File: config.mk
export PLATFORM = sky130hd
export DESIGN_NAME = ssm_ram
export DESIGN_NICKNAME = d
export VERILOG_FILES = /design/src/hw/rtl/assert_macros.svh /design/src/hw/rtl/ssm_ram.sv
export SDC_FILE = /design/constraint.sdc
export NUM_CORES = 2
export LEC_CHECK = 0
export BUFFER_PORTS_ARGS = -buffer_cell sky130_fd_sc_hd__clkbuf_2
export CORE_MARGIN = 2
export CORE_UTILIZATION = 23
export CTS_BUF_LIST = sky130_fd_sc_hd__clkbuf_8 sky130_fd_sc_hd__clkbuf_16
export DETAILED_ROUTE_END_ITERATION = 8
export SYNTH_ARGS = -nofsm -noshare
export SYNTH_HDL_FRONTEND = slang
export SYNTH_SLANG_ARGS = --single-unit
File: constraint.sdc
create_clock -name clk -period 1.8 [get_ports clk]
set_input_delay 0.09 -clock clk [delete_from_list [all_inputs] [get_ports clk]]
set_output_delay 0.09 -clock clk [all_outputs]
set_load 0.005 [all_outputs]
File: src/hw/rtl/assert_macros.svh
// ----------------------------------------------------------------------------
// assert_macros.svh
// Shared assertion macros for the sparse set RTL.
// ----------------------------------------------------------------------------
`ifndef ASSERT_MACROS_SVH
`define ASSERT_MACROS_SVH

// Same-cycle implication, checked on every rising edge outside reset.
`define ASSERT_IMPLIES(label, clk, rst_n, ante, cons) \
  label: assert property (@(posedge clk) disable iff (!rst_n) (ante) |-> (cons)) \
    else $error("assertion failed: same-cycle implication");

// Next-cycle implication, checked on every rising edge outside reset.
`define ASSERT_NEXT(label, clk, rst_n, ante, cons) \
  label: assert property (@(posedge clk) disable iff (!rst_n) (ante) |=> (cons)) \
    else $error("assertion failed: next-cycle implication");

`endif

File: src/hw/rtl/ssm_ram.sv
// ----------------------------------------------------------------------------
// ssm_ram
// Generic single-write, single-read synchronous RAM with registered read data.
// ----------------------------------------------------------------------------
module ssm_ram #(
  parameter int WIDTH = 8,
  parameter int DEPTH = 256
) (
  input  logic                     clk,
  input  logic                     we,
  input  logic [$clog2(DEPTH)-1:0] waddr,
  input  logic [WIDTH-1:0]         wdata,
  input  logic [$clog2(DEPTH)-1:0] raddr,
  output logic [WIDTH-1:0]         rdata
);

  logic [WIDTH-1:0] mem_r [DEPTH];
  logic [WIDTH-1:0] rdata_r;

  // Write port and registered read port.
  always_ff @(posedge clk) begin
    if (we) begin
      mem_r[waddr] <= wdata;
    end
    rdata_r <= mem_r[raddr];
  end

  assign rdata = rdata_r;

endmodule

==> qor.yml <==
core_um2: 344000
ys_warn_count: 0
violations: "negative setup slack"
synth_top_area_share_pct: 77.3
relSlewSlack_pct: 35.8
critPathCaptureType: "flip-flop"
grt_pass1_wl_mm: 303
switching_share_pct: 21.6
grt_pass1_vias: 41800
drcViolationCount: 0
intPower_mw: 77.4
clk_pin_slew_ns: 0.06
power_frac_comb_pct: 5.9
stdcell_area_um2: 98000
vias: 41100
fin_skew_ns: 0.0459
cts_num_sinks: 2056
drt-initial-drc-count: 4456
io_pins: 34
required_ns: 2.50
cts_buffers: 207
yosys_register_bits: 2056
fp-row-count: 215
postSynthAreaPerCell_um2: 21.3
die_width_um: 592
die_area_um2: 351000
hold_violations: 0
worst_pin_slew_ns: 0.959
max_freq_mhz: 420
post-place-ws_ns: -1.59
synthesis.nets: 3759
cp.arrival_ns: 3.09
die_h_um: 592
seqPwrFrac_pct: 53.5
drv_slew: 0
clock_latency_ns: 0.84
cts_tree: "yes"
place.gp.congestion: 0.853
synthArstFlopShare_pct: 0
min_path_type: "in2reg"
yosysUniqueCellTypes: 55
synth_area_leaders: "edfxtp_1, mux4_2, mux2i_1"
p_leak_nw: 31.3
ir_worst_vdd_v: 0.000751
fin_crit_sh_pct: 132
initial_core_util_pct: 23.2
fill_cells: 33300
avgViaCountPerCell: 4.44
synth-main-ff-cell: "edfxtp_1"
cts_root_buffer: "clkbuf_16"
crit_path_start_kind: "flip-flop"
cts_setup_buffers: 0
synth_edf_count: 2048
setup_ws_ns: -0.581
wl_per_cell_um: 22.8
rsz0062_at_grt: "yes"
gr-total-overflow: 0
crit_fanout: 1
drv_cap: 0
area_growth_pct: 23.2
seqCellArea_um2: 61700
p_clk_share_pct: 40.5
finalWirelength_mm: 211
clk_path_buf_depth: 3
syn_area_um2: 79600
synthCells: 3733
seq_area_frac_synth_pct: 77.5
yosys.area.top_type: "edfxtp_1"
crit_type: "reg2reg"
p_per_area_nw_per_um2: 1010
p_sw_mw: 21.3
htreeDepth: 4
drive_gt1_share_pct: 34.1
fin_crit_ns: 2.38
ant_nets: 0
fin_nets: 4549
post-dp-hpwl_mm: 140
place_area_um2: 91300
first_pass_iters: 5
io_buffers: 33
setup_viol: 8
antenna_found_initial: 14
grt_max_degree: 84
grt_usage_pct: 11.8
multi_input_area_um2: 16800
status: "finished, violations left"
worst max-delay path, stage by stage (launching register included):
cell and delay, ns:
edfxtp_1 0.36, mux4_2 0.51, mux4_2 0.53, nor2b_4 0.17, nor4_4 0.45, buf_4 0.21, nor4_2 0.03
cell families after synthesis:
kind of cell    count (synthesis)  synth area share (%)
buf+inv                       235                  1.83
flops                        2056                  77.5
simple gates                  466                  2.63
mux                           591                  14.6
compound gates                385                  3.42
flip-flops by register name, indices dropped and copies added, names as in the netlist:
register	cells
mem_r	2048
rdata	8
layout by cell type (no fill, tap or decap), drive strengths merged, types with 4 or more instances in the layout:
master,count
o21ai,12
a22oi,133
nand3,34
a221oi,14
nor2,282
nand2,33
o211ai,10
nor4,27
dfxtp,8
nand4,10
or2,4
nor3,22
o22ai,28
and2,6
buf,778
mux2i,134
diode,7
dlygate4sd3,11
o22a,5
nor2b,31
bufinv,7
a22o,8
o32ai,5
clkinvlp,4
o221ai,47
inv,69
clkbuf,239
a2111oi,5
a21oi,96
edfxtp,2048
a211oi,16
mux4,456
clkinv,88
nand2b,8
routing by layer:
metal	track usage [%]	vias to the layer above	wire length [um]
met2	19.8	1676	104000
met3	2.01	280	14900
met4	3.46	2	5490
met5	0	-	9
met1	15.7	21800	86800
li1	-	17300	-
metrics by stage:
stage / std cells / setup TNS (ns) / utilization [%] / hold WS [ns] / power [mW]
2_1_floorplan: 3733 / -80.82 / - / 0.189 / 56.5
3_3_place_gp: 8860 / -15.82 / 26.6 / 0.448 / 59.6
3_5_place_dp: 8860 / -23.84 / 26.6 / 0.454 / 59.7
4_1_cts: 9251 / -4.00 / 28.5 / 0.0111 / 99.5
5_1_grt: 9255 / -3.80 / 28.5 / 0.0663 / 102
6_report: 9258 / -3.50 / 28.5 / 0.0572 / 98.8
area by class of cell:
| class | instances | share of cell area (%) |
|---|---|---|
| Sequential cell | 2056 | 62.9 |
| Multi-Input combinational cell | 1442 | 17.1 |
| Timing Repair Buffer | 814 | 7.63 |
| Tap cell | 4557 | 5.82 |
| Clock buffer | 214 | 5.42 |
| Clock inverter | 166 | 1.04 |
| Antenna cell | 7 | 0.0179 |
| Inverter | 2 | 0.00766 |
power groups by stage:
stage	combinational [mW]	sequential, mW	clock (mW)
after floorplan	2.65	53.8	0
after global placement	5.72	53.9	0
after detailed placement	5.78	53.9	0
after CTS	5.89	52.9	40.8
after global routing	6.15	52.8	42.6
final	5.86	52.9	40.0
Yosys cell counts (all sizes together) (4+ instances only):
cell / n
nand4: 10
nor3: 22
o211ai: 10
nand2b: 8
a211oi: 16
a21oi: 96
a221oi: 14
and2: 6
o22a: 5
o21ai: 12
nand2: 33
a22o: 8
clkbuf: 111
nand3: 34
mux4: 456
or2: 4
edfxtp: 2048
dfxtp: 8
nor2b: 31
o221ai: 47
a2111oi: 5
o32ai: 5
a22oi: 133
nor2: 282
o22ai: 28
mux2i: 134
nor4: 27
buf: 122
worst paths after layout:
check,to,cells past startpoint,slack [ns],startpoint
worst max-delay path,rdata[0],6,-0.58,mem_r[83][0]
worst min-delay path,mem_r[238][1],4,0.06,waddr[5]
worst max register to register,rdata[0],6,-0.58,mem_r[83][0]
worst min register to register,rdata[5],7,1.05,mem_r[33][5]
what timing repair did:
| action | CTS | global route |
|---|---|---|
| resized for setup | 30 | 17 |
| endpoints found under the setup margin | 8 | 32 |
| hold buffers | 11 | 0 |
| pin swaps | 9 | 11 |
| hold endpoints to repair | 1270 | 0 |
(Power assumes the default switching activity.)
